--- src/hdl/ps2_set1_scancode_to_key_assert.svh ---
// ----------------------------------------------------------------------------
// PS/2 set 1 decoder assertion macros
// Concurrent assertion helpers, empty when SYNTHESIS is defined.
// ----------------------------------------------------------------------------
`ifndef PS2_SET1_SCANCODE_TO_KEY_ASSERT_SVH
`define PS2_SET1_SCANCODE_TO_KEY_ASSERT_SVH

`ifndef SYNTHESIS
`define PS2S1_ASSERT_IMPLY(label, ante, cons) \
  label: assert property (@(posedge clk) disable iff (rst) (ante) |-> (cons)) \
    else $error("ps2s1 assertion failed");
`define PS2S1_ASSERT_NEXT(label, ante, cons) \
  label: assert property (@(posedge clk) disable iff (rst) (ante) |=> (cons)) \
    else $error("ps2s1 assertion failed");
`else
`define PS2S1_ASSERT_IMPLY(label, ante, cons)
`define PS2S1_ASSERT_NEXT(label, ante, cons)
`endif

`endif

--- src/hdl/ps2s1_pkg.sv ---
// ----------------------------------------------------------------------------
// PS/2 set 1 decoder package
// Key kind codes, scan code constants and the US layout tables.
// ----------------------------------------------------------------------------
package ps2s1_pkg;

  localparam int KIND_W = 4;
  localparam int CHAR_W = 7;
  localparam int BYTE_W = 8;
  localparam int IDX_W  = 6;

  typedef enum logic [KIND_W-1:0] {
    KIND_NONE  = 4'd0,
    KIND_CHAR  = 4'd1,
    KIND_UP    = 4'd2,
    KIND_DOWN  = 4'd3,
    KIND_LEFT  = 4'd4,
    KIND_RIGHT = 4'd5,
    KIND_HOME  = 4'd6,
    KIND_END   = 4'd7,
    KIND_PGUP  = 4'd8,
    KIND_PGDN  = 4'd9,
    KIND_DEL   = 4'd10,
    KIND_INS   = 4'd11,
    KIND_F1    = 4'd12,
    KIND_F2    = 4'd13,
    KIND_CTRLC = 4'd14
  } key_kind_t;

  localparam logic [BYTE_W-1:0] SC_PREFIX    = 8'hE0;
  localparam logic [BYTE_W-1:0] SC_LSHIFT_MK = 8'h2A;
  localparam logic [BYTE_W-1:0] SC_RSHIFT_MK = 8'h36;
  localparam logic [BYTE_W-1:0] SC_LSHIFT_BR = 8'hAA;
  localparam logic [BYTE_W-1:0] SC_RSHIFT_BR = 8'hB6;
  localparam logic [BYTE_W-1:0] SC_CTRL_MK   = 8'h1D;
  localparam logic [BYTE_W-1:0] SC_CTRL_BR   = 8'h9D;
  localparam logic [BYTE_W-1:0] SC_F1_MK     = 8'h3B;
  localparam logic [BYTE_W-1:0] SC_F2_MK     = 8'h3C;
  localparam logic [BYTE_W-1:0] SC_TABLE_LEN = 8'd59;
  localparam int                REL_BIT      = 7;
  localparam logic [CHAR_W-1:0] ASCII_LC_C   = 7'h63;

  function automatic key_kind_t nav_kind(input logic [BYTE_W-1:0] code);
    key_kind_t k;
    case (code)
      8'h48:   k = KIND_UP;
      8'h50:   k = KIND_DOWN;
      8'h4B:   k = KIND_LEFT;
      8'h4D:   k = KIND_RIGHT;
      8'h47:   k = KIND_HOME;
      8'h4F:   k = KIND_END;
      8'h49:   k = KIND_PGUP;
      8'h51:   k = KIND_PGDN;
      8'h53:   k = KIND_DEL;
      8'h52:   k = KIND_INS;
      default: k = KIND_NONE;
    endcase
    return k;
  endfunction

  function automatic logic [CHAR_W-1:0] plain_char(input logic [IDX_W-1:0] idx);
    logic [CHAR_W-1:0] c;
    case (idx)
      6'd2:  c = 7'h31;  6'd3:  c = 7'h32;  6'd4:  c = 7'h33;  6'd5:  c = 7'h34;
      6'd6:  c = 7'h35;  6'd7:  c = 7'h36;  6'd8:  c = 7'h37;  6'd9:  c = 7'h38;
      6'd10: c = 7'h39;  6'd11: c = 7'h30;  6'd12: c = 7'h2D;  6'd13: c = 7'h3D;
      6'd14: c = 7'h08;  6'd15: c = 7'h09;  6'd16: c = 7'h71;  6'd17: c = 7'h77;
      6'd18: c = 7'h65;  6'd19: c = 7'h72;  6'd20: c = 7'h74;  6'd21: c = 7'h79;
      6'd22: c = 7'h75;  6'd23: c = 7'h69;  6'd24: c = 7'h6F;  6'd25: c = 7'h70;
      6'd26: c = 7'h5B;  6'd27: c = 7'h5D;  6'd28: c = 7'h0A;  6'd30: c = 7'h61;
      6'd31: c = 7'h73;  6'd32: c = 7'h64;  6'd33: c = 7'h66;  6'd34: c = 7'h67;
      6'd35: c = 7'h68;  6'd36: c = 7'h6A;  6'd37: c = 7'h6B;  6'd38: c = 7'h6C;
      6'd39: c = 7'h3B;  6'd40: c = 7'h27;  6'd41: c = 7'h60;  6'd43: c = 7'h5C;
      6'd44: c = 7'h7A;  6'd45: c = 7'h78;  6'd46: c = 7'h63;  6'd47: c = 7'h76;
      6'd48: c = 7'h62;  6'd49: c = 7'h6E;  6'd50: c = 7'h6D;  6'd51: c = 7'h2C;
      6'd52: c = 7'h2E;  6'd53: c = 7'h2F;  6'd55: c = 7'h2A;  6'd57: c = 7'h20;
      default: c = '0;
    endcase
    return c;
  endfunction

  function automatic logic [CHAR_W-1:0] shift_char(input logic [IDX_W-1:0] idx);
    logic [CHAR_W-1:0] c;
    case (idx)
      6'd2:  c = 7'h21;  6'd3:  c = 7'h40;  6'd4:  c = 7'h23;  6'd5:  c = 7'h24;
      6'd6:  c = 7'h25;  6'd7:  c = 7'h5E;  6'd8:  c = 7'h26;  6'd9:  c = 7'h2A;
      6'd10: c = 7'h28;  6'd11: c = 7'h29;  6'd12: c = 7'h5F;  6'd13: c = 7'h2B;
      6'd14: c = 7'h08;  6'd15: c = 7'h09;  6'd16: c = 7'h51;  6'd17: c = 7'h57;
      6'd18: c = 7'h45;  6'd19: c = 7'h52;  6'd20: c = 7'h54;  6'd21: c = 7'h59;
      6'd22: c = 7'h55;  6'd23: c = 7'h49;  6'd24: c = 7'h4F;  6'd25: c = 7'h50;
      6'd26: c = 7'h7B;  6'd27: c = 7'h7D;  6'd28: c = 7'h0A;  6'd30: c = 7'h41;
      6'd31: c = 7'h53;  6'd32: c = 7'h44;  6'd33: c = 7'h46;  6'd34: c = 7'h47;
      6'd35: c = 7'h48;  6'd36: c = 7'h4A;  6'd37: c = 7'h4B;  6'd38: c = 7'h4C;
      6'd39: c = 7'h3A;  6'd40: c = 7'h22;  6'd41: c = 7'h7E;  6'd43: c = 7'h7C;
      6'd44: c = 7'h5A;  6'd45: c = 7'h58;  6'd46: c = 7'h43;  6'd47: c = 7'h56;
      6'd48: c = 7'h42;  6'd49: c = 7'h4E;  6'd50: c = 7'h4D;  6'd51: c = 7'h3C;
      6'd52: c = 7'h3E;  6'd53: c = 7'h3F;  6'd55: c = 7'h2A;  6'd57: c = 7'h20;
      default: c = '0;
    endcase
    return c;
  endfunction

endpackage

--- src/hdl/ps2_set1_scancode_to_key.sv ---
// ----------------------------------------------------------------------------
// PS/2 set 1 scan code to key decoder
// Turns keyboard set 1 bytes into key events with a US layout.
// ----------------------------------------------------------------------------
// Takes one scan code word per clock and returns one key word for each, in
// order; throughput is one word per cycle while out_ready is high. A word
// passes an input register and then a result register, which holds its key
// word until it is taken. The shift, ctrl and extended prefix flags are
// updated as a word moves from the input register into the result register,
// and ctrl_down reports the ctrl flag after that word.
// ----------------------------------------------------------------------------
`include "ps2_set1_scancode_to_key_assert.svh"

module ps2_set1_scancode_to_key (
  input  logic                            clk,
  input  logic                            rst,
  input  logic                            in_valid,
  output logic                            in_ready,
  input  logic [ps2s1_pkg::BYTE_W-1:0]    scan_byte,
  output logic                            out_valid,
  input  logic                            out_ready,
  output logic [ps2s1_pkg::KIND_W-1:0]    key_kind,
  output logic [ps2s1_pkg::CHAR_W-1:0]    char_code,
  output logic                            ctrl_down
);
  import ps2s1_pkg::*;

  logic              s1_valid;
  logic [BYTE_W-1:0] s1_byte;
  logic              s1_adv;

  logic shift_held, shift_held_next;
  logic ctrl_held, ctrl_held_next;
  logic prefix_pending, prefix_pending_next;

  key_kind_t         kind_next;
  logic [CHAR_W-1:0] char_next;
  logic [CHAR_W-1:0] tbl_char;
  logic              is_release;

  assign s1_adv   = s1_valid && (!out_valid || out_ready);
  assign in_ready = !s1_valid || s1_adv;

  assign is_release = s1_byte[REL_BIT];
  assign tbl_char   = shift_held ? shift_char(s1_byte[IDX_W-1:0])
                                 : plain_char(s1_byte[IDX_W-1:0]);

  always_comb begin
    shift_held_next     = shift_held;
    ctrl_held_next      = ctrl_held;
    prefix_pending_next = prefix_pending;
    kind_next           = KIND_NONE;
    char_next           = '0;
    if (s1_byte == SC_PREFIX) begin
      prefix_pending_next = 1'b1;
    end else if (prefix_pending) begin
      prefix_pending_next = 1'b0;
      if (!is_release) begin
        kind_next = nav_kind(s1_byte);
      end
    end else if (s1_byte == SC_LSHIFT_MK || s1_byte == SC_RSHIFT_MK) begin
      shift_held_next = 1'b1;
    end else if (s1_byte == SC_LSHIFT_BR || s1_byte == SC_RSHIFT_BR) begin
      shift_held_next = 1'b0;
    end else if (s1_byte == SC_CTRL_MK) begin
      ctrl_held_next = 1'b1;
    end else if (s1_byte == SC_CTRL_BR) begin
      ctrl_held_next = 1'b0;
    end else if (s1_byte == SC_F1_MK) begin
      kind_next = KIND_F1;
    end else if (s1_byte == SC_F2_MK) begin
      kind_next = KIND_F2;
    end else if (!is_release && s1_byte < SC_TABLE_LEN) begin
      if (ctrl_held && tbl_char == ASCII_LC_C) begin
        kind_next = KIND_CTRLC;
      end else if (tbl_char != '0) begin
        kind_next = KIND_CHAR;
        char_next = tbl_char;
      end
    end
  end

  always_ff @(posedge clk) begin
    if (rst) begin
      s1_valid       <= 1'b0;
      out_valid      <= 1'b0;
      shift_held     <= 1'b0;
      ctrl_held      <= 1'b0;
      prefix_pending <= 1'b0;
    end else begin
      if (in_ready) begin
        s1_valid <= in_valid;
      end
      if (s1_adv) begin
        out_valid      <= 1'b1;
        shift_held     <= shift_held_next;
        ctrl_held      <= ctrl_held_next;
        prefix_pending <= prefix_pending_next;
      end else if (out_ready) begin
        out_valid <= 1'b0;
      end
    end
  end

  always_ff @(posedge clk) begin
    if (in_valid && in_ready) begin
      s1_byte <= scan_byte;
    end
    if (s1_adv) begin
      key_kind  <= KIND_W'(kind_next);
      char_code <= char_next;
      ctrl_down <= ctrl_held_next;
    end
  end

  `PS2S1_ASSERT_IMPLY(a_char_zero, out_valid && key_kind != KIND_CHAR, char_code == '0)
  `PS2S1_ASSERT_IMPLY(a_ctrl_track, out_valid, ctrl_down == ctrl_held)
  `PS2S1_ASSERT_IMPLY(a_ctrlc_ctrl, out_valid && key_kind == KIND_CTRLC, ctrl_down)
  `PS2S1_ASSERT_NEXT(a_prefix_set, s1_adv && s1_byte == SC_PREFIX, prefix_pending)
  `PS2S1_ASSERT_IMPLY(a_ready_empty, !s1_valid, in_ready)

endmodule
--- config.mk ---
export PLATFORM = sky130hd
export DESIGN_NAME = ps2_set1_scancode_to_key
export DESIGN_NICKNAME = d
export VERILOG_FILES = /design/src/hdl/ps2s1_pkg.sv /design/src/hdl/ps2_set1_scancode_to_key.sv
export VERILOG_INCLUDE_DIRS = /design/src /design/src/hdl
export SDC_FILE = /design/constraint.sdc
export NUM_CORES = 1
export LEC_CHECK = 0
export BUFFER_PORTS_ARGS = -buffer_cell sky130_fd_sc_hd__buf_2
export CORE_ASPECT_RATIO = 0.75
export CORE_UTILIZATION = 43
export DETAILED_ROUTE_END_ITERATION = 8
export PLACE_DENSITY = 0.65
export SLEW_MARGIN = 5
export SYNTH_ARGS = -nofsm -noshare
export SYNTH_HDL_FRONTEND = slang
export SYNTH_SLANG_ARGS = --single-unit
export TNS_END_PERCENT = 5
--- constraint.sdc ---
create_clock -name clk -period 4.8 [get_ports clk]
set_input_delay 0.48 -clock clk [delete_from_list [all_inputs] [get_ports clk]]
set_output_delay 0.48 -clock clk [all_outputs]
set_load 0.01 [all_outputs]
==> flow_summary.ini <==
[clock_network]
clock_latency_ns = 0.30
cts_tree = yes
clock_sinks = 39
htree_levels = 2
cts.reportedPaths.clkPinSlew_ns = 0.09
hold_buffers = 0
post_cts_resize_count = 0
cts_setup_buffers = 0
cts_made_buffers = 5
clk_path_buf_depth = 2
cts-root-buf = clkbuf_8

[cells_and_area]
ff_latch_area_um2 = 981
nFillCells = 647
fin_util = 0.478
multiInputGateArea_um2 = 1900
nets = 388
area_growth_pct = 7.01
final_layout_size_suffix_gt1_frac = 0.156
antenna_cells = 0

[outcome]
outcome = finished, final reports clean

[sta]
relSlewSlack = 0.265
finalCriticalPeriod_ns = 2.98
rsz0062_at_grt = no
slew_viol_final = 0
setup_violations = 0
finClkSkew_ns = 0.0120
max_freq_mhz = 335
finalHoldViolCount = 0
tightest_slew_ns = 1.07
final.setup.tns_ns = 0
fin_crit_sh = 0.622

[placed_design]
hpwl_mm = 5.88
gp_congestion = 1.04
portBuffers = 25

[synth]
netlist_instances = 354
synth.ff_latch_count = 39
synthMuxAreaShare = 0.0551
synth_area_um2 = 3070
synthXorXnorAreaFrac = 0.00571
synth_cell_types = 76
syn_avg_cell_area_um2 = 8.67
ys_async_sr_fraction = 0
ys_warn_count = 0
yosys.area_share.simple = 0.227
synth_most_common_cell = a21oi_1
synthTopCellsByArea = edfxtp_1 20%, dfxtp_1 12%, a21oi_1 4.9%, ha_1 4.9%, mux2i_1 3.9%
synth_top_area_frac = 0.196
syn_nets = 378
synth_edf_count = 20
synth_commonest_cells = 30 x a21oi_1, 27 x nand2_1, 22 x nor2_1
synth_top_family_by_area = compound AO/OA/AOI/OAI gates
synth_seq_area_share = 0.320
synthAdderAreaFrac = 0.0489
yosys.area.top_type = edfxtp_1
synth_ff_type = edfxtp_1
synth_compound_area_frac = 0.282

[critical_path]
path_class = flop to flop
cp.arrival_ns = 3.19
start_kind = flop
endpoint_kind = flop
cp_max_fo = 13
required_ns = 5.00

[floorplanning]
fp.coreArea_um2 = 6860
die_area_um2 = 7480
io_pins = 26
die_x_um = 99.5
num_rows = 26
initial_core_util = 0.447
die_h_um = 75.2

[routing]
num_vias = 2921
viasPerCell = 6.31
wl_mm = 7.96
dr.pass1.iters = 6
final_antenna_net_count = 0
routedWlPerCell_um = 17.2
drtIter0Drc = 351
drc = 0

[job]
cap_violations = 0

[global_route]
grt_first_pass_wirelength_mm = 12.8
grt_usage = 0.220
grt_antenna_before_repair = 0
grt_max_degree = 25
grt_overflow_total = 0
grt_pass1_vias = 2502

[pwr]
powerDensity_nw_per_um2 = 274
p_leak_nw = 1.22
finalPower_mw = 0.900
ir_worst_vdd_v = 0.000112

[hold_path]
hold_path.class = input port to flop
==> critical path, cell delays in order, from the launching register on <==
cell and delay, ns:
dfxtp_1 0.39, and3b_1 0.44, o211ai_2 0.39, ha_1 0.54, inv_1 0.14, a31oi_1 0.15, o21ai_0 0.11, a32oi_1 0.37
o2111ai_1 0.16, o211a_1 0.20
==> final cells by class <==
cell class / instances / share of cell area
Clock inverter: 3 / 0.00610
Clock buffer: 5 / 0.0210
Multi-Input combinational cell: 279 / 0.579
Sequential cell: 39 / 0.299
Inverter: 13 / 0.0179
Timing Repair Buffer: 26 / 0.0404
Tap cell: 98 / 0.0373
==> layout by cell type (no fill, tap or decap), drive strengths merged, types with 4 or more instances in the layout <==
master and count:
nor3 15, o31ai 5, nor2 23, nand2 28, o22ai 4, and3 5
a211oi 6, nand2b 9, dfxtp 19, mux2 4, buf 26, o211ai 4
inv 12, and2 6, edfxtp 20, a21o 5, nand3 14, or3 4
ha 12, clkbuf 5, a21oi 30, mux2i 12, nor4 4, o21ai 25
==> where the power goes <==
part           total (mW)  internal (mW)  switching, mW  leakage [nW]
sequential          0.416          0.386         0.0300         0.349
combinational       0.256         0.0957          0.161         0.828
clock               0.228          0.101          0.127        0.0402
==> cell families after synthesis <==
kind of cell    count (synthesis)
flops                          39
fa+ha+maj                      12
compound gates                120
xor+xnor                        2
buf+inv                        36
mux                            16
simple gates                  129
==> per-layer routing <==
layer  GRT usage  routed length [um]
met4      0.0556                 149
met1       0.319                3680
met2       0.339                3230
met5           0                   0
met3      0.0427                 898
==> worst paths after layout <==
check	startpoint	to	slack, ns	cells after the start
setup / recovery	s1_valid	flop	1.82	9
hold / removal	scan_byte[7]	s1_byte[7]	0.35	1
setup reg to reg	s1_valid	flop	1.82	9
hold reg to reg	s1_valid	out_valid	0.50	2
==> per-stage QoR <==
| step | std cells | hold WS (ns) | area [um^2] | setup WS, ns |
|---|---|---|---|---|
| floorplan | 354 | 0.454 | 3070 | 2.23 |
| global placement | 455 | 0.475 | 3190 | 1.54 |
| detailed placement | 455 | 0.484 | 3190 | 1.63 |
| CTS | 463 | 0.350 | 3280 | 1.87 |
| global route | 463 | 0.346 | 3280 | 1.48 |
| finish | 463 | 0.353 | 3280 | 1.82 |
Power figures use the tool's default switching activity.
